$ cat src/rtl/bmmdr_pkg.sv
`default_nettype none

package bmmdr_pkg;

  localparam int unsigned InDataWidth  = 24;
  localparam int unsigned OutDataWidth = 16;
  localparam int unsigned CfgIdxWidth  = 3;
  localparam int unsigned CfgDataWidth = 16;

  localparam logic [15:0] StallLimitRst   = 16'd70;
  localparam logic [7:0]  ShortTicksRst   = 8'd8;
  localparam logic [7:0]  LongTicksRst    = 8'd200;
  localparam logic [7:0]  StartCeilRst    = 8'd46;
  localparam logic [7:0]  CeilModeOneRst  = 8'd54;
  localparam logic [7:0]  CeilModeTwoRst  = 8'd30;
  localparam logic [7:0]  CeilModeThrRst  = 8'd14;
  localparam logic [7:0]  CeilModeFourRst = 8'd5;

  localparam logic [7:0] DutyFloor = 8'd2;
  localparam logic [7:0] DutyStart = 8'd1;
  localparam logic [7:0] HoldMax   = 8'd255;

  localparam logic [2:0] ModeStopped = 3'd0;
  localparam logic [2:0] ModeOne     = 3'd1;
  localparam logic [2:0] ModeTwo     = 3'd2;
  localparam logic [2:0] ModeThree   = 3'd3;
  localparam logic [2:0] ModeFour    = 3'd4;

  typedef enum logic [1:0] {
    KEY_NONE  = 2'd0,
    KEY_CLICK = 2'd1,
    KEY_LONG  = 2'd2
  } key_event_e;

  typedef enum logic [CfgIdxWidth-1:0] {
    REG_STALL_LIMIT = 3'd0,
    REG_SHORT_TICKS = 3'd1,
    REG_LONG_TICKS  = 3'd2,
    REG_START_CEIL  = 3'd3,
    REG_CEIL_ONE    = 3'd4,
    REG_CEIL_TWO    = 3'd5,
    REG_CEIL_THREE  = 3'd6,
    REG_CEIL_FOUR   = 3'd7
  } cfg_reg_e;

  typedef struct packed {
    logic [7:0] short_ticks;
    logic [7:0] long_ticks;
  } key_cfg_t;

endpackage

`default_nettype wire

$ cat src/rtl/bmmdr_key.sv
`default_nettype none

module bmmdr_key
  import bmmdr_pkg::*;
(
  input  wire        clk_i,
  input  wire        rst_ni,
  input  wire        step_i,
  input  wire        key_down_i,
  input  key_cfg_t   cfg_i,
  output key_event_e event_o
);

  logic [7:0] hold_q, hold_d;
  logic       long_rep_q, long_rep_d;
  logic [7:0] hold_inc;

  always_comb begin
    hold_d     = 8'd0;
    long_rep_d = long_rep_q;
    event_o    = KEY_NONE;
    hold_inc   = (hold_q < HoldMax) ? hold_q + 8'd1 : hold_q;
    if (key_down_i) begin
      hold_d = hold_inc;
      if (hold_inc >= cfg_i.long_ticks) begin
        hold_d = cfg_i.long_ticks;
        if (!long_rep_q) begin
          long_rep_d = 1'b1;
          event_o    = KEY_LONG;
        end
      end
    end else if (hold_q >= cfg_i.long_ticks) begin
      long_rep_d = 1'b0;
    end else if (hold_q >= cfg_i.short_ticks) begin
      event_o = KEY_CLICK;
    end
  end

  always_ff @(posedge clk_i or negedge rst_ni) begin
    if (!rst_ni) begin
      hold_q     <= 8'd0;
      long_rep_q <= 1'b0;
    end else if (step_i) begin
      hold_q     <= hold_d;
      long_rep_q <= long_rep_d;
    end
  end

endmodule

`default_nettype wire

$ cat src/rtl/button_mode_motor_duty_ramp_unit.sv
`default_nettype none

// Channel  Dir  Handshake                    Payload
// s_axis   in   s_axis_tvalid/s_axis_tready  key_down, charging, speed_period
// m_axis   out  m_axis_tvalid/m_axis_tready  running, mode, drive_duty, key_event
// cfg      in   cfg_valid_i/cfg_ready_o      cfg_index_i, cfg_data_i
//
// Each request passes an input register and then a result register. One request
// is accepted per cycle while the result side is not stalled; the state update
// happens as a request moves into the result register. A stalled result holds
// both stages and deasserts s_axis_tready only when full.
// Reset clears the mode, duty and key state and loads the default settings.

module button_mode_motor_duty_ramp_unit
  import bmmdr_pkg::*;
(
  input  wire                     clk_i,
  input  wire                     rst_ni,
  input  wire                     s_axis_tvalid,
  output logic                    s_axis_tready,
  // [0] key_down, [1] charging, [17:2] speed_period, [23:18] zero
  input  wire  [InDataWidth-1:0]  s_axis_tdata,
  output logic                    m_axis_tvalid,
  input  wire                     m_axis_tready,
  // [0] running, [3:1] mode, [11:4] drive_duty, [13:12] key_event, [15:14] zero
  output logic [OutDataWidth-1:0] m_axis_tdata,
  input  wire                     cfg_valid_i,
  output logic                    cfg_ready_o,
  input  wire  [CfgIdxWidth-1:0]  cfg_index_i,
  input  wire  [CfgDataWidth-1:0] cfg_data_i
);

  logic [15:0] stall_limit_q;
  logic [7:0]  short_ticks_q, long_ticks_q, start_ceil_q;
  logic [7:0]  ceil_one_q, ceil_two_q, ceil_three_q, ceil_four_q;

  logic        in_valid_q;
  logic        in_key_q, in_chg_q;
  logic [15:0] in_period_q;
  logic        out_valid_q;
  logic [OutDataWidth-1:0] out_data_q;

  logic [2:0]  mode_q, mode_d;
  logic [7:0]  duty_q, duty_d;
  logic [7:0]  ceil_q, ceil_d;

  logic        advance;
  logic        key_step;
  key_cfg_t    key_cfg;
  key_event_e  key_event;
  logic [8:0]  duty_inc;
  logic        run_d;

  assign cfg_ready_o   = 1'b1;
  assign advance       = in_valid_q && (!out_valid_q || m_axis_tready);
  assign s_axis_tready = !in_valid_q || advance;
  assign m_axis_tvalid = out_valid_q;
  assign m_axis_tdata  = out_data_q;

  always_ff @(posedge clk_i or negedge rst_ni) begin
    if (!rst_ni) begin
      stall_limit_q <= StallLimitRst;
      short_ticks_q <= ShortTicksRst;
      long_ticks_q  <= LongTicksRst;
      start_ceil_q  <= StartCeilRst;
      ceil_one_q    <= CeilModeOneRst;
      ceil_two_q    <= CeilModeTwoRst;
      ceil_three_q  <= CeilModeThrRst;
      ceil_four_q   <= CeilModeFourRst;
    end else if (cfg_valid_i) begin
      case (cfg_reg_e'(cfg_index_i))
        REG_STALL_LIMIT: stall_limit_q <= cfg_data_i[15:0];
        REG_SHORT_TICKS: short_ticks_q <= cfg_data_i[7:0];
        REG_LONG_TICKS:  long_ticks_q  <= cfg_data_i[7:0];
        REG_START_CEIL:  start_ceil_q  <= cfg_data_i[7:0];
        REG_CEIL_ONE:    ceil_one_q    <= cfg_data_i[7:0];
        REG_CEIL_TWO:    ceil_two_q    <= cfg_data_i[7:0];
        REG_CEIL_THREE:  ceil_three_q  <= cfg_data_i[7:0];
        REG_CEIL_FOUR:   ceil_four_q   <= cfg_data_i[7:0];
        default: ;
      endcase
    end
  end

  assign key_cfg.short_ticks = short_ticks_q;
  assign key_cfg.long_ticks  = long_ticks_q;
  assign key_step            = advance && !in_chg_q;

  bmmdr_key u_key (
    .clk_i      (clk_i),
    .rst_ni     (rst_ni),
    .step_i     (key_step),
    .key_down_i (in_key_q),
    .cfg_i      (key_cfg),
    .event_o    (key_event)
  );

  always_comb begin
    mode_d   = mode_q;
    duty_d   = duty_q;
    ceil_d   = ceil_q;
    duty_inc = 9'd0;
    if (in_chg_q) begin
      mode_d = ModeStopped;
      duty_d = 8'd0;
    end else begin
      if (key_event == KEY_CLICK && mode_q != ModeStopped) begin
        mode_d = (mode_q == ModeFour) ? ModeOne : mode_q + 3'd1;
        duty_d = DutyStart;
        case (mode_d)
          ModeOne:   ceil_d = ceil_one_q;
          ModeTwo:   ceil_d = ceil_two_q;
          ModeThree: ceil_d = ceil_three_q;
          default:   ceil_d = ceil_four_q;
        endcase
      end else if (key_event == KEY_LONG) begin
        if (mode_q != ModeStopped) begin
          mode_d = ModeStopped;
          duty_d = 8'd0;
        end else begin
          mode_d = ModeOne;
          ceil_d = start_ceil_q;
          duty_d = DutyStart;
        end
      end
      if (mode_d != ModeStopped) begin
        if (in_period_q > stall_limit_q) begin
          if (duty_d > DutyFloor) begin
            duty_d = duty_d - 8'd1;
          end
        end else begin
          duty_inc = {1'b0, duty_d} + 9'd1;
          duty_d   = (duty_inc >= {1'b0, ceil_d}) ? ceil_d : duty_inc[7:0];
        end
      end
    end
  end

  assign run_d = (mode_d != ModeStopped);

  always_ff @(posedge clk_i or negedge rst_ni) begin
    if (!rst_ni) begin
      in_valid_q  <= 1'b0;
      out_valid_q <= 1'b0;
      mode_q      <= ModeStopped;
      duty_q      <= 8'd0;
      ceil_q      <= 8'd0;
    end else begin
      if (s_axis_tready) begin
        in_valid_q <= s_axis_tvalid;
      end
      if (advance) begin
        out_valid_q <= 1'b1;
        mode_q      <= mode_d;
        duty_q      <= duty_d;
        ceil_q      <= ceil_d;
      end else if (m_axis_tready) begin
        out_valid_q <= 1'b0;
      end
    end
  end

  always_ff @(posedge clk_i) begin
    if (s_axis_tready && s_axis_tvalid) begin
      in_key_q    <= s_axis_tdata[0];
      in_chg_q    <= s_axis_tdata[1];
      in_period_q <= s_axis_tdata[17:2];
    end
    if (advance) begin
      out_data_q <= {2'b00, (in_chg_q ? KEY_NONE : key_event), (run_d ? duty_d : 8'd0),
                     mode_d, run_d};
    end
  end

endmodule

`default_nettype wire
$ cat config.mk
export PLATFORM = sky130hd
export DESIGN_NAME = button_mode_motor_duty_ramp_unit
export DESIGN_NICKNAME = d
export VERILOG_FILES = /design/src/rtl/bmmdr_pkg.sv /design/src/rtl/bmmdr_key.sv /design/src/rtl/button_mode_motor_duty_ramp_unit.sv
export SDC_FILE = /design/constraint.sdc
export NUM_CORES = 1
export LEC_CHECK = 0
export ABC_AREA = 1
export BUFFER_PORTS_ARGS = -buffer_cell sky130_fd_sc_hd__buf_2
export CORE_ASPECT_RATIO = 0.5
export CORE_MARGIN = 4
export CORE_UTILIZATION = 45
export CTS_CLUSTER_SIZE = 14
export DETAILED_ROUTE_END_ITERATION = 6
export PLACE_DENSITY_LB_ADDON = 0.25
export SETUP_SLACK_MARGIN = 0.02
export SYNTH_ARGS = -nofsm -noshare
export SYNTH_HDL_FRONTEND = slang
export SYNTH_SLANG_ARGS = --single-unit
export TNS_END_PERCENT = 20
$ cat constraint.sdc
create_clock -name clk_i -period 6.39 [get_ports clk_i]
set_input_delay 0.3195 -clock clk_i [delete_from_list [all_inputs] [get_ports clk_i]]
set_output_delay 0.3195 -clock clk_i [all_outputs]
set_load 0.03 [all_outputs]
Word level (Yosys, flattened, before mapping)
Cells that the tools add are included.

Muxes and demuxes: 33. Reduce and logical (&&, ||, !) cells: 25. Bitwise logic cells: 1. Equality and inequality tests: 14. Add/sub/neg operators: 4. Magnitude comparators: 7.

Operators with widths (number): 8-bit 2-to-1 mux (15); 8-bit >= comparator (3); 8-bit case mux with 3 select lines (1); 2-bit AND reduction (9); 16-bit > comparator (1); 3-bit == test, second input constant (5); 3-bit 2-to-1 mux (5); 3-bit by 2-bit == test with 1-bit output, second input constant (4); 8-bit by 1-bit adder with 9-bit output, second input constant (1); 9-bit by 8-bit >= comparator with 1-bit output (1); 3-bit nonzero test (3); 8-bit by 1-bit adder with 8-bit output, second input constant (1); 8-bit by 2-bit > comparator with 1-bit output, second input constant (1); 8-bit less-than comparator, second input constant (1); 1-bit 2-to-1 mux (8); 2-bit 2-to-1 mux (4); 8-bit by 1-bit subtractor with 8-bit output, second input constant (1); 3-bit by 1-bit == test with 1-bit output, second input constant (2); 1-bit logical AND (4); 2-bit nonzero test (2); 3-bit by 1-bit adder with 3-bit output, second input constant (1); 1-bit logical NOT (3); 3-bit logical NOT (1); 3-bit AND reduction (1); other kinds (5) (6).

Logic and storage cells: 105. Register bits: 134. Output and inout bits: 19. Bits of input ports: 48.

Logic depth before layout (Yosys ltp)
Gate-level depths: netlist of run 1.

Depth after elaboration: 15. Gate-level depth with buffers: 45. Depth with buffers taken out: 45.

Modules after synthesis
Synthesis of run 1 repeated with hierarchy kept, for this count alone.

Cell total of the unflattened synthesis: 983. Area, all modules: 7851.3 µm².

By module, submodules not included: button_mode_motor_duty_ramp_unit (instances 1, cells each 784, area an instance 6577.6 µm², seq. area each 3318.2 µm²); bmmdr_key (instances 1, cells each 199, area an instance 1273.7 µm², seq. area each 225.2 µm²).

Worst setup path after synthesis of run 1
Ideal clock, no wire load.

Path kind: register to register. Start: register u_key.hold_q[0]. End: register out_data_q[9], in the netlist m_axis_tdata[9] (data pin). Path buffers: 0. Arrival: 4.702 ns. Library setup time: 0.252 ns. Stages on the path, launching flop included: 38. Path slack: 1.436 ns. Required time: 6.138 ns. Period minus slack after synthesis: 4.954 ns. Cells stage by stage: dfrtp_1 > ha_1 > inv_1 > nor3_1 > inv_1 > nor3_1 > inv_1 > nor2_1 > inv_1 > nand4_1 > xor2_1 > ha_1 > nand2_1 > nor2_1 > nor2_1 > nand2_1 > nand2_1 > nand2_2 > [2 not listed] > nor2_1 > ha_1 > nand4_1 > nor2_2 > xor2_1 > ha_1 > nand2_1 > nand2_1 > nand2_1 > nand2_1 > nand2_1 > nand2_1 > a21oi_1 > nand2_2 > nand2_1 > nand3_1 > nand2_1 > inv_1.

Cells in the longest elaborated chain, start to end: 15. Elaborated cells between the ends (all ways): 34. Those cells by class: add/sub: 3; order compare: 6; eq/ne: 2; mux: 20; reduce/logical: 3.

Ends and longest elaborated chain: start, declared (line bmmdr_key.sv:14) `logic [7:0] hold_q, hold_d;`; start signal, assigned (line bmmdr_key.sv:44) `hold_q <= hold_d;`; 8-bit by 1-bit adder with 8-bit output or 8-bit less-than comparator (tied branches) (line bmmdr_key.sv:22) `hold_inc = (hold_q < HoldMax) ? hold_q + 8'd1 : hold_q;`; 8-bit 2-to-1 mux (line bmmdr_key.sv:22); 8-bit >= comparator (line bmmdr_key.sv:25) `if (hold_inc >= cfg_i.long_ticks) begin`; 2-bit 2-to-1 mux (line bmmdr_key.sv:25); 2-bit 2-to-1 mux (*) (line bmmdr_key.sv:23) `if (key_down_i) begin`; 2-bit == test or 2-bit by 1-bit == test with 1-bit output (tied branches) (line button_mode_motor_duty_ramp_unit.sv:116, button_mode_motor_duty_ramp_unit.sv:107); 8-bit 2-to-1 mux or 1-bit logical AND (tied branches) (line button_mode_motor_duty_ramp_unit.sv:116, button_mode_motor_duty_ramp_unit.sv:107); 8-bit 2-to-1 mux (line button_mode_motor_duty_ramp_unit.sv:107) `if (key_event == KEY_CLICK && mode_q != ModeStopped) begin`; 8-bit 2-to-1 mux (line button_mode_motor_duty_ramp_unit.sv:103) `if (in_chg_q) begin`; 8-bit by 1-bit adder with 9-bit output (line button_mode_motor_duty_ramp_unit.sv:132) `duty_inc = {1'b0, duty_d} + 9'd1;`; 9-bit by 8-bit >= comparator with 1-bit output (line button_mode_motor_duty_ramp_unit.sv:133) `duty_d = (duty_inc >= {1'b0, ceil_d}) ? ceil_d : duty_inc[7:0];`; 8-bit 2-to-1 mux (line button_mode_motor_duty_ramp_unit.sv:133); 8-bit 2-to-1 mux (line button_mode_motor_duty_ramp_unit.sv:127) `if (in_period_q > stall_limit_q) begin`; 8-bit 2-to-1 mux (line button_mode_motor_duty_ramp_unit.sv:126) `if (mode_d != ModeStopped) begin`; 8-bit 2-to-1 mux (line button_mode_motor_duty_ramp_unit.sv:103); end signal, assigned (line button_mode_motor_duty_ramp_unit.sv:170) `out_data_q <= {2'b00, (in_chg_q ? KEY_NONE : key_event), (run_d ? duty_d : 8'd0),`; end, declared (line button_mode_motor_duty_ramp_unit.sv:41) `logic [OutDataWidth-1:0] out_data_q;`.

Mark *: on every way between the ends. The rest lies on a longest branch, timed or not. The select of a mux whose other input is x is not followed. A chain may end at the register's enable or synchronous reset.

Final worst setup path of run 1
Start: register u_key.hold_q[1]. End: register out_data_q[5], in the netlist m_axis_tdata[5] (data pin).

Same word-level chain as after synthesis.

==> results.md, run 1 <==
* Startpoint kind of the worst setup timing path: flip-flop
* Weighted congestion reported at the end of routability-driven placement at between 0.8 and 0.9
* Ranking of synthesized cells by instance count: 240 x sky130_fd_sc_hd__nand2_1, 145 x sky130_fd_sc_hd__inv_1, 93 x sky130_fd_sc_hd__o21ai_0, 78 x sky130_fd_sc_hd__dfrtp_1, 67 x sky130_fd_sc_hd__nor2_1
* Arrival time at the worst endpoint at just under 6 ns
* Pre-Repair DR Iteration Count at 5
* Total grt overflow at 0
* Floorplan core area at 16,560 µm²
* Largest voltage drop on the vdd net at about 220 µV
* Crit Path Class: flip-flop to flip-flop
* Delay contributed by the slowest stage of the critical path at 0.45 ns
* Number of antenna violations at the first check in global routing at 0
* Resized Gates After CTS at 0
* Clock latency on the worst-skew pair at approximately 0.43 ns
* Outcome: complete, no violations
* Horizontal die dimension at about 190 µm
* Hold-fix buffers at CTS at 1
* Tcrit/Tclk final at 0.9037
* Largest net degree at the start of global routing at between 60 and 70
* Seq/Total Area, Yosys at 0.4618
* Via count at 6,178
* Setup clock skew after layout at 0.01030 ns
* Number of nets in the finished design at around 1,100
* Most Frequent Cell on Critical Path: sky130_fd_sc_hd__nand2_1
* Area fraction of the dominant cell type after synthesis at 0.2544
* Clock-pin transition on the worst setup and hold timing paths at about 0.060 ns
* Shortest period the worst path allows at ~5.8 ns
* Maximum count of clock buffers along a single path at 2
* Area Growth Syn to Fin at 14.58%
* Synth cell types at 44
* Clk root buf: sky130_fd_sc_hd__clkbuf_16
* Sequential Power Share at 0.295
* RSZ-0062 raised after global routing: no
* Y dimension of the die at 100.3 µm
* Final routed DRC violation total at 0
* Critical path endpoint category: flip-flop
* Fmax at roughly 170 MHz
* Required arrival time at the worst endpoint at ~6.6 ns
* Routed len/inst at ~15 µm
* Gate power share at 0.472
* TritonCTS clock tree: done
* Hpwl dp at roughly 13,000 µm
* Total power at 4.257 mW
* Post-synthesis async set-or-reset flop share at 0.7612
* Final ANT Viol Nets at 0
* Max-cap violations at 0
* Number of top-level design ports at 67
* H-tree levels at 4
* Slowest cell on the critical path: sky130_fd_sc_hd__dfrtp_1
* Crit-path max FO at 14
* Die area at slightly below 20,000 µm²
* Sw Ratio at 0.4402
* Final slew viol count at 0
* Number of buffers added by the clock tree synthesis step at 17
* Type of the tightest min-delay check: input pin to flip-flop
* Count of input and output buffers at 57
* Internal power consumption at 2.383 mW
* Routed vias/inst at between 4 and 5
* Wire length of the first global-routing pass at about 30,000 µm
* Number of cell rows at 33
* Starting density of the core at 0.4634
* Routed wire length at between 15,000 and 20,000 µm
* Final number of hold-violating endpoints at 0
* Reported net switching power at 1.874 mW
* Biggest area contributors in the synthesized netlist: sky130_fd_sc_hd__dfrtp_1 25%, sky130_fd_sc_hd__edfxtp_1 13%, sky130_fd_sc_hd__nand2_1 12%, sky130_fd_sc_hd__ha_1 8.8%, sky130_fd_sc_hd__dfstp_2 8.2%
* Cell accounting for the most synthesized area: sky130_fd_sc_hd__dfrtp_1
* Clock sink count at ~130
* Warning count from the yosys run at 0
* Number of global-route vias before repair at 5,968
* Number of design-rule violations left by the first detailed-router iteration at roughly 370
* Number of antenna cells inserted at 0
* Post-CTS Repair Setup Buffers at 0
* Layout cell share with drive strength beyond 1 at 0.1543
* Cell count after synthesis at roughly 940
* Overall routing resource usage at 0.1980
* Clock network fraction of total power at 0.232
* Leak pwr at between 4 and 5 nW
* Sum Neg Setup Slack at 0 ns
* Worst slew margin relative to its limit at 0.2816
* Post-synthesis instance area at between 7000 and 8000 µm²
* Dominant cell by count in the synthesized netlist: sky130_fd_sc_hd__nand2_1
* Pwr Density at ~480 nW/µm²
* Number of synthesized flops with an enable pin at 32
* Number of storage elements in the synthesis netlist at roughly 130
* Primary FF master, synth: sky130_fd_sc_hd__dfrtp_1
* Slew at the pin closest to its max-slew limit at between 1 and 1.5 ns
* Count of endpoints failing setup in the final report at 0
* Mean cell area of the mapped netlist at 8.197 µm²
* Fill cell count at 1,538
==> area by class of cell <==
type	instances	area, µm²	area share
repair buffers	65	350.3	0.03985
inverters	148	555.5	0.06319
multi-input cells	632	3466	0.3942
well taps	227	284.0	0.03231
flip-flops and latches	134	3543	0.4031
clock buffers	20	479.2	0.05451
clock inverters	12	112.6	0.01281
==> final timing paths <==
path	start	to	slack (ns)	cells after the start
worst max register to register	u_key.hold_q[1]	m_axis_tdata[5]	0.62	37
max in group asynchronous	rst_ni	stall_limit_q[5]	4.74	3
min in group asynchronous	rst_ni	duty_q[3]	0.42	2
worst min-delay path	s_axis_tdata[16]	in_period_q[14]	0.07	1
worst max-delay path	u_key.hold_q[1]	m_axis_tdata[5]	0.62	37
worst min register to register	ceil_three_q[6]	ceil_three_q[6]	0.49	2
==> cells by family (layout without fill, tap and decap cells) <==
| logic type | Yosys count | count (layout) | share of synthesized area |
|---|---|---|---|
| buffers and inverters | 171 | 245 | 0.08692 |
| and+or+nand+nor | 392 | 392 | 0.2218 |
| other | 2 | 3 | 0.0009788 |
| xor gates and xnor gates | 9 | 9 | 0.01027 |
| DFF | 134 | 134 | 0.4618 |
| AOI/OAI and AO/OA | 174 | 174 | 0.1301 |
| adders and majority gates | 54 | 54 | 0.08806 |
==> per-stage QoR <==
step	setup WS, ns	area, µm²	instances	hold slack, ns	util
after floorplan	1.436	7676	937	0.02391	-
after global placement	0.9019	8189	1205	0.3433	0.4946
after detailed placement	0.7576	8189	1205	0.3509	0.4946
after CTS	0.6720	8791	1238	0.05370	0.5309
after global routing	0.05545	8791	1238	0.05203	0.5309
final	0.6156	8791	1238	0.06658	0.5309
==> worst max-delay path, delay by kind of cell (launching register included) <==
kind | cells | cell delay [ns]
AO/OA/AOI/OAI | 1 | 0.23
flip-flops | 1 | 0.45
AND/OR/NAND/NOR | 25 | 2.97
XOR/XNOR | 2 | 0.46
adder cells (fa/ha/maj) | 4 | 0.95
buffers and inverters | 5 | 0.44
==> cell usage in the layout (no fill, tap or decap), types with 4 or more instances in the layout <==
master,count
sky130_fd_sc_hd__nor2_2,4
sky130_fd_sc_hd__nor3_1,6
sky130_fd_sc_hd__a21oi_2,6
sky130_fd_sc_hd__o21a_1,4
sky130_fd_sc_hd__nand2_1,240
sky130_fd_sc_hd__inv_6,4
sky130_fd_sc_hd__dfrtp_1,78
sky130_fd_sc_hd__buf_2,56
sky130_fd_sc_hd__inv_1,145
sky130_fd_sc_hd__clkbuf_16,19
sky130_fd_sc_hd__xor2_1,8
sky130_fd_sc_hd__nand4_1,14
sky130_fd_sc_hd__nor2_1,67
sky130_fd_sc_hd__nand2_2,5
sky130_fd_sc_hd__nand3_1,41
sky130_fd_sc_hd__dfstp_2,24
sky130_fd_sc_hd__nand3_2,5
sky130_fd_sc_hd__buf_4,8
sky130_fd_sc_hd__a21oi_1,43
sky130_fd_sc_hd__o211ai_1,5
sky130_fd_sc_hd__ha_1,54
sky130_fd_sc_hd__edfxtp_1,32
sky130_fd_sc_hd__o21ai_0,93
sky130_fd_sc_hd__o22ai_1,5
==> routing by layer <==
metal	routed length (µm)	vias to the layer above	GRT usage
li1	-	3166	-
met3	1035	26	0.04482
met5	0	-	0
met1	9089	2831	0.2937
met4	206	0	0.04874
met2	7760	155	0.2947
==> power groups by stage <==
stage | logic, mW | clock network, mW | registers (mW)
2_1_floorplan | 1.48 | 0 | 1.26
3_3_place_gp | 1.94 | 0 | 1.26
3_5_place_dp | 1.98 | 0 | 1.27
4_1_cts | 2.01 | 1.01 | 1.26
5_1_grt | 2.32 | 1.05 | 1.28
6_report | 2.01 | 0.989 | 1.26
(Power assumes the default switching activity.)
==> run 2, diff against run 1 <==
==> constraint.sdc (replaced) <==
create_clock -name clk_i -period 6.39 [get_ports clk_i]
set_input_delay 0.9585 -clock clk_i [delete_from_list [all_inputs] [get_ports clk_i]]
set_output_delay 0.9585 -clock clk_i [all_outputs]
set_load 0.03 [all_outputs]
==> run 2 against run 1 <==
Net effect: final area barely moved; routed wire length fell by 0.56%; via count barely moved; critical endpoint is now m_axis_tdata[10]; global-route usage rose by 0.12 points; non-clock buffer count fell by 1; total power fell by 0.41%; sequential power barely moved; critical path type unchanged.
==> results.md, run 2 (same netlist as run 1, synthesis figures left out) <==
* Shortest period the worst path allows at 5.722 ns (was 5.774 ns)
* Fill cell count at 1,546 (was 1,538)
* Critical path endpoint category: flip-flop (unchanged)
* Clock-pin transition on the worst setup and hold timing paths at 0.06 ns (about the same)
* Starting density of the core at 0.4634 (unchanged)
* Required arrival time at the worst endpoint at 6.58 ns (was 6.57 ns)
* Post-route core utilization at 0.5305 (was 0.5309)
* Worst R2R Setup Slack at 0.67 ns (was 0.62 ns)
* Worst slew margin relative to its limit at 0.2958 (was 0.2816)
* Slowest cell on the critical path: sky130_fd_sc_hd__dfrtp_1 (unchanged)
* Number of design-rule violations left by the first detailed-router iteration at 403 (was 374)
* Post-layout instance count excluding filler cells at 1,237 (was 1,238)
* Final number of hold-violating endpoints at 0 (unchanged)
* Pre-Repair DR Iteration Count at 5 (unchanged)
* Weighted congestion reported at the end of routability-driven placement at 0.8894 (was 0.8905)
* Clock latency on the worst-skew pair at 0.43 ns (about the same)
* Layout cell share with drive strength beyond 1 at 0.1545 (was 0.1543)
* Hpwl dp at 13,160 µm (was 12,980 µm)
* Routed vias/inst at 4.989 (was 4.990)
* Y dimension of the die at 100.3 µm (unchanged)
* Sum Neg Setup Slack at 0 ns (unchanged)
* Max-cap violations at 0 (unchanged)
* Number of global-route vias before repair at 5,897 (was 5,968)
* Wire length of the first global-routing pass at 30,500 µm (was 30,090 µm)
* Resized Gates After CTS at 0 (unchanged)
* Number of nets in the finished design at 1,099 (was 1,100)
* Final non-filler cell area at 8783 µm² (was 8791 µm²)
* Number of cell rows at 33 (unchanged)
* Final WS setup at 0.6676 ns (was 0.6156 ns)
* Crit-path max FO at 14 (unchanged)
* Placed inst area at 8189 µm² (unchanged)
* Count of endpoints failing setup in the final report at 0 (unchanged)
* Total power at 4.239 mW (was 4.257 mW)
* Fmax at 174.8 MHz (was 173.2 MHz)
* Pwr Density at 482.6 nW/µm² (was 484.2 nW/µm²)
* Final routed DRC violation total at 0 (unchanged)
* Number of antenna cells inserted at 0 (unchanged)
* Tcrit/Tclk final at 0.8955 (was 0.9037)
* Die area at 19,330 µm² (unchanged)
* Most frequent standard cell in the layout excluding fill and tap cells: sky130_fd_sc_hd__nand2_1 (unchanged)
* Final slew viol count at 0 (unchanged)
* Overall routing resource usage at 0.1992 (was 0.1980)
* Total grt overflow at 0 (unchanged)
* Arrival time at the worst endpoint at 5.91 ns (was 5.95 ns)
* Routed wire length at 17,990 µm (was 18,090 µm)
* Number of buffers added by the clock tree synthesis step at 17 (unchanged)
* Clock sink count at 134 (unchanged)
* Maximum count of clock buffers along a single path at 2 (unchanged)
* Largest net degree at the start of global routing at 55 (was 64)
* Final ANT Viol Nets at 0 (unchanged)
* Most Frequent Cell on Critical Path: sky130_fd_sc_hd__nand2_1 (unchanged)
* Largest voltage drop on the vdd net at 212.0 µV (was 224.2 µV)
* Count of input and output buffers at 57 (unchanged)
* Highest-count cells in the layout ignoring fill and taps: 240 x sky130_fd_sc_hd__nand2_1, 145 x sky130_fd_sc_hd__inv_1, 93 x sky130_fd_sc_hd__o21ai_0, 78 x sky130_fd_sc_hd__dfrtp_1, 67 x sky130_fd_sc_hd__nor2_1 (unchanged)
* Delay contributed by the slowest stage of the critical path at 0.46 ns (was 0.45 ns)
* Setup clock skew after layout at 0.01101 ns (was 0.01030 ns)
* Number of top-level design ports at 67 (unchanged)
* Clk root buf: sky130_fd_sc_hd__clkbuf_16 (unchanged)
* Type of the tightest min-delay check: flip-flop to flip-flop (was input pin to flip-flop)
* Cell Count Post-Placement at 1,205 (unchanged)
* Routed len/inst at 14.54 µm (was 14.61 µm)
* RSZ-0062 raised after global routing: no (unchanged)
* Post-placement worst setup slack at 0.7571 ns (was 0.7576 ns)
* Hold-fix buffers at CTS at 0 (was 1)
* TritonCTS clock tree: done (unchanged)
* Via count at 6,172 (was 6,178)
* Leak pwr at 4.440 nW (was 4.446 nW)
* Slew at the pin closest to its max-slew limit at 1.055 ns (was 1.076 ns)
* Worst hold margin at 0.4868 ns (was 0.06658 ns)
* H-tree levels at 4 (unchanged)
* Area Growth Syn to Fin at 14.48% (was 14.58%)
* Horizontal die dimension at 192.7 µm (unchanged)
* Crit Path Class: flip-flop to flip-flop (unchanged)
* Floorplan core area at 16,560 µm² (unchanged)
* Outcome: complete, no violations (unchanged)
* Startpoint kind of the worst setup timing path: flip-flop (unchanged)
* Number of antenna violations at the first check in global routing at 0 (unchanged)
* Post-CTS Repair Setup Buffers at 0 (unchanged)
run 2: area by class of cell:
cell class	instances	area, µm²	share of cell area
Clock buffer	21	493.0	0.05613
Sequential cell	134	3543	0.4034
Timing Repair Buffer	64	340.3	0.03875
Multi-Input combinational cell	632	3466	0.3946
Tap cell	227	284.0	0.03234
Inverter	148	555.5	0.06325
Clock inverter	11	101.3	0.01154
run 2: where the power goes:
group,leakage [nW],switching (mW),internal [mW]
sequential,1.53,0.155,1.10
clock,0.294,0.415,0.568
combinational,2.61,1.30,0.693
run 2: critical path, delay by kind of cell (launching register included):
family | cells | cell delay, ns
compound gates | 1 | 0.20
xor+xnor | 2 | 0.48
simple gates | 25 | 2.96
fa+ha+maj | 4 | 0.96
buf+inv | 5 | 0.43
flops | 1 | 0.46
run 2: metal layers:
metal	GRT usage	share of wire
met5	0	0
met4	0.04326	0.012
met3	0.04830	0.059
met2	0.2882	0.42
met1	0.3024	0.50
run 2: path summary, 6_finish.rpt:
path | startpoint | end | depth (start not counted)
setup / recovery | u_key.hold_q[0] | m_axis_tdata[10] | 37
hold / removal | short_ticks_q[1] | short_ticks_q[1] | 2
setup reg to reg | u_key.hold_q[0] | m_axis_tdata[10] | 37
hold reg to reg | short_ticks_q[1] | short_ticks_q[1] | 2
max in group asynchronous | rst_ni | short_ticks_q[5] | 2
min in group asynchronous | rst_ni | duty_q[6] | 1
==> run 3, diff against run 2 <==
--- a/config.mk
+++ b/config.mk
@@ -8,7 +8,7 @@
 export ABC_AREA = 1
 export BUFFER_PORTS_ARGS = -buffer_cell sky130_fd_sc_hd__buf_2
 export CORE_ASPECT_RATIO = 0.5
-export CORE_MARGIN = 4
+export CORE_MARGIN = 2
 export CORE_UTILIZATION = 45
 export CTS_CLUSTER_SIZE = 14
 export DETAILED_ROUTE_END_ITERATION = 6
==> constraint.sdc (replaced) <==
create_clock -name clk_i -period 6.39 [get_ports clk_i]
set_input_delay 0.9585 -clock clk_i [delete_from_list [all_inputs] [get_ports clk_i]]
set_output_delay 0.9585 -clock clk_i [all_outputs]
set_load 0.1 [all_outputs]
==> run 3 against run 2 <==
Net effect: combinational power rose by 5%; sequential power hardly changed; fmax increased by 1.3%; non-clock buffer count shrank 2; flip-flop and latch count unchanged; worst setup slack improved by 0.071 ns.
==> results.md, run 3 (same netlist as run 1, synthesis figures left out) <==
* Count of input and output buffers at 57 (unchanged)
* Required arrival time at the worst endpoint at 6.56 ns (was 6.58 ns)
* Routed wire length at 17,370 µm (was 17,990 µm)
* Final number of hold-violating endpoints at 0 (unchanged)
* Number of global-route vias before repair at 5,533 (was 5,897)
* Max-cap violations at 0 (unchanged)
* Number of buffers added by the clock tree synthesis step at 17 (unchanged)
* Die area at 18,170 µm² (was 19,330 µm²)
* Clock-pin transition on the worst setup and hold timing paths at 0.06 ns (about the same)
* Number of antenna violations at the first check in global routing at 0 (unchanged)
* Highest signal layer in the routed design: met4 (unchanged)
* Worst slew margin relative to its limit at 0.2997 (was 0.2958)
* Horizontal die dimension at 188.7 µm (was 192.7 µm)
* Startpoint kind of the worst setup timing path: flip-flop (unchanged)
* Number of top-level design ports at 67 (unchanged)
* Total grt overflow at 0 (unchanged)
* Arrival time at the worst endpoint at 5.82 ns (was 5.91 ns)
* Largest net degree at the start of global routing at 56 (was 55)
* Critical path endpoint category: flip-flop (unchanged)
* Hpwl dp at 12,550 µm (was 13,160 µm)
* Cell Count Post-Placement at 1,203 (was 1,205)
* Largest voltage drop on the vdd net at 233.7 µV (was 212.0 µV)
* Number of antenna cells inserted at 0 (unchanged)
* Metal3 WL at 822 µm (was 1054 µm)
* Floorplan core area at 16,520 µm² (was 16,560 µm²)
* Setup clock skew after layout at 0.01474 ns (was 0.01101 ns)
* Shortest period the worst path allows at 5.652 ns (was 5.722 ns)
* H-tree levels at 4 (unchanged)
* Detailed route wirelength on metal2 at 7289 µm (was 7635 µm)
* Tcrit/Tclk final at 0.8844 (was 0.8955)
* Post-CTS Repair Setup Buffers at 0 (unchanged)
* Sum Neg Setup Slack at 0 ns (unchanged)
* Maximum count of clock buffers along a single path at 2 (unchanged)
* Most frequent standard cell in the layout excluding fill and tap cells: sky130_fd_sc_hd__nand2_1 (unchanged)
* Weighted congestion reported at the end of routability-driven placement at 0.8746 (was 0.8894)
* Clk root buf: sky130_fd_sc_hd__clkbuf_16 (unchanged)
* Crit Path Class: flip-flop to flip-flop (unchanged)
* Final WS setup at 0.7384 ns (was 0.6676 ns)
* Via count at 6,228 (was 6,172)
* Number of design-rule violations left by the first detailed-router iteration at 403 (unchanged)
* Crit-path max FO at 14 (unchanged)
* Y dimension of the die at 96.33 µm (was 100.3 µm)
* Outcome: complete, no violations (unchanged)
* Area Growth Syn to Fin at 14.64% (was 14.48%)
* Pre-Repair DR Iteration Count at 7 (was 5)
* Final slew viol count at 0 (unchanged)
* Post-placement worst setup slack at 0.7404 ns (was 0.7571 ns)
* Routed vias/inst at 5.043 (was 4.989)
* Number of cell rows at 33 (unchanged)
* Final ANT Viol Nets at 0 (unchanged)
* Layout cell share with drive strength beyond 1 at 0.1528 (was 0.1545)
* Pwr Density at 492.7 nW/µm² (was 482.6 nW/µm²)
* Wire length on met1 at 9045 µm (was 9084 µm)
* Total power at 4.334 mW (was 4.239 mW)
* Worst hold margin at 0.4844 ns (was 0.4868 ns)
* Leak pwr at 4.435 nW (was 4.440 nW)
* Final routed DRC violation total at 0 (unchanged)
* Clock sink count at 134 (unchanged)
* Routed len/inst at 14.06 µm (was 14.54 µm)
* Fmax at 176.9 MHz (was 174.8 MHz)
* RSZ-0062 raised after global routing: no (unchanged)
* Count of endpoints failing setup in the final report at 0 (unchanged)
* Delay contributed by the slowest stage of the critical path at 0.43 ns (was 0.46 ns)
* Overall routing resource usage at 0.2020 (was 0.1992)
* Slew at the pin closest to its max-slew limit at 1.049 ns (was 1.055 ns)
* Number of nets in the finished design at 1,097 (was 1,099)
* Most Frequent Cell on Critical Path: sky130_fd_sc_hd__nand2_1 (unchanged)
* Wire length of the first global-routing pass at 28,410 µm (was 30,500 µm)
* Clock latency on the worst-skew pair at 0.42 ns (was 0.43 ns)
* Highest-count cells in the layout ignoring fill and taps: 240 x sky130_fd_sc_hd__nand2_1, 145 x sky130_fd_sc_hd__inv_1, 93 x sky130_fd_sc_hd__o21ai_0, 78 x sky130_fd_sc_hd__dfrtp_1, 66 x sky130_fd_sc_hd__nor2_1 (was 240 x sky130_fd_sc_hd__nand2_1, 145 x sky130_fd_sc_hd__inv_1, 93 x sky130_fd_sc_hd__o21ai_0, 78 x sky130_fd_sc_hd__dfrtp_1, 67 x sky130_fd_sc_hd__nor2_1)
* Type of the tightest min-delay check: flip-flop to flip-flop (unchanged)
* Slowest cell on the critical path: sky130_fd_sc_hd__dfrtp_1 (unchanged)
* TritonCTS clock tree: done (unchanged)
* Starting density of the core at 0.4645 (was 0.4634)
* Post-layout instance count excluding filler cells at 1,235 (was 1,237)
run 3: changes by cell type in the layout (fill, tap and decap cells not counted), moves of 2 or more:
cell and delta:
sky130_fd_sc_hd__clkbuf_8 +2, sky130_fd_sc_hd__buf_4 -2, sky130_fd_sc_hd__inv_6 -4, sky130_fd_sc_hd__inv_8 -2
run 3: layer usage:
| metal | track usage | vias up |
|---|---|---|
| met2 | 0.2987 | 150 |
| met3 | 0.04594 | 19 |
| met4 | 0.06120 | 0 |
| met5 | 0 | - |
| li1 | - | 3165 |
| met1 | 0.2944 | 2894 |
run 3: cell type report:
cell class,count,area (µm²)
fill,1531,7720
sequential,134,3543
multi-input combinational,632,3485
inverter,148,555.5
clock buffer,25,549.3
timing repair buffer,62,325.3
tap,227,284.0
clock inverter,7,53.80
run 3: repair_timing:
action | CTS | global route
endpoints found under the setup margin | 0 | 8
gates resized for setup | 0 | 3
hold buffers | 0 | 0
endpoints found under the hold margin | 0 | 0
run 3: path summary, 6_finish.rpt:
path / from / end / slack (ns) / depth (start not counted)
worst max-delay path: u_key.hold_q[0] / m_axis_tdata[9] / 0.74 / 41
worst min-delay path: u_key.long_rep_q / u_key.long_rep_q / 0.48 / 2
worst max register to register: u_key.hold_q[0] / m_axis_tdata[9] / 0.74 / 41
worst min register to register: u_key.long_rep_q / u_key.long_rep_q / 0.48 / 2
max in group asynchronous: rst_ni / ceil_four_q[7] / 4.70 / 2
min in group asynchronous: rst_ni / duty_q[3] / 0.59 / 1
run 3: per-stage QoR:
stage	instance area (µm²)	utilization
CTS	8777	0.5314
global route	8796	0.5326
floorplan	7676	-
finish	8796	0.5326
detailed placement	8174	0.4949
global placement	8174	0.4949
run 3: worst max-delay path, delay by kind of cell, from the launching register on:
kind                       cells  cell delay, ns
and+or+nand+nor               29            3.03
AOI/OAI and AO/OA              1            0.20
DFF                            1            0.43
adders and majority gates      4            0.99
buffers and inverters          6            0.52
xor gates and xnor gates       1            0.21
run 3: where the power goes:
part	internal (mW)	switching [mW]	total, mW	leakage [nW]
logic	0.683	1.42	2.10	2.61
clock network	0.600	0.376	0.977	0.296
registers	1.10	0.150	1.25	1.53
total	2.39	1.95	4.33	4.43
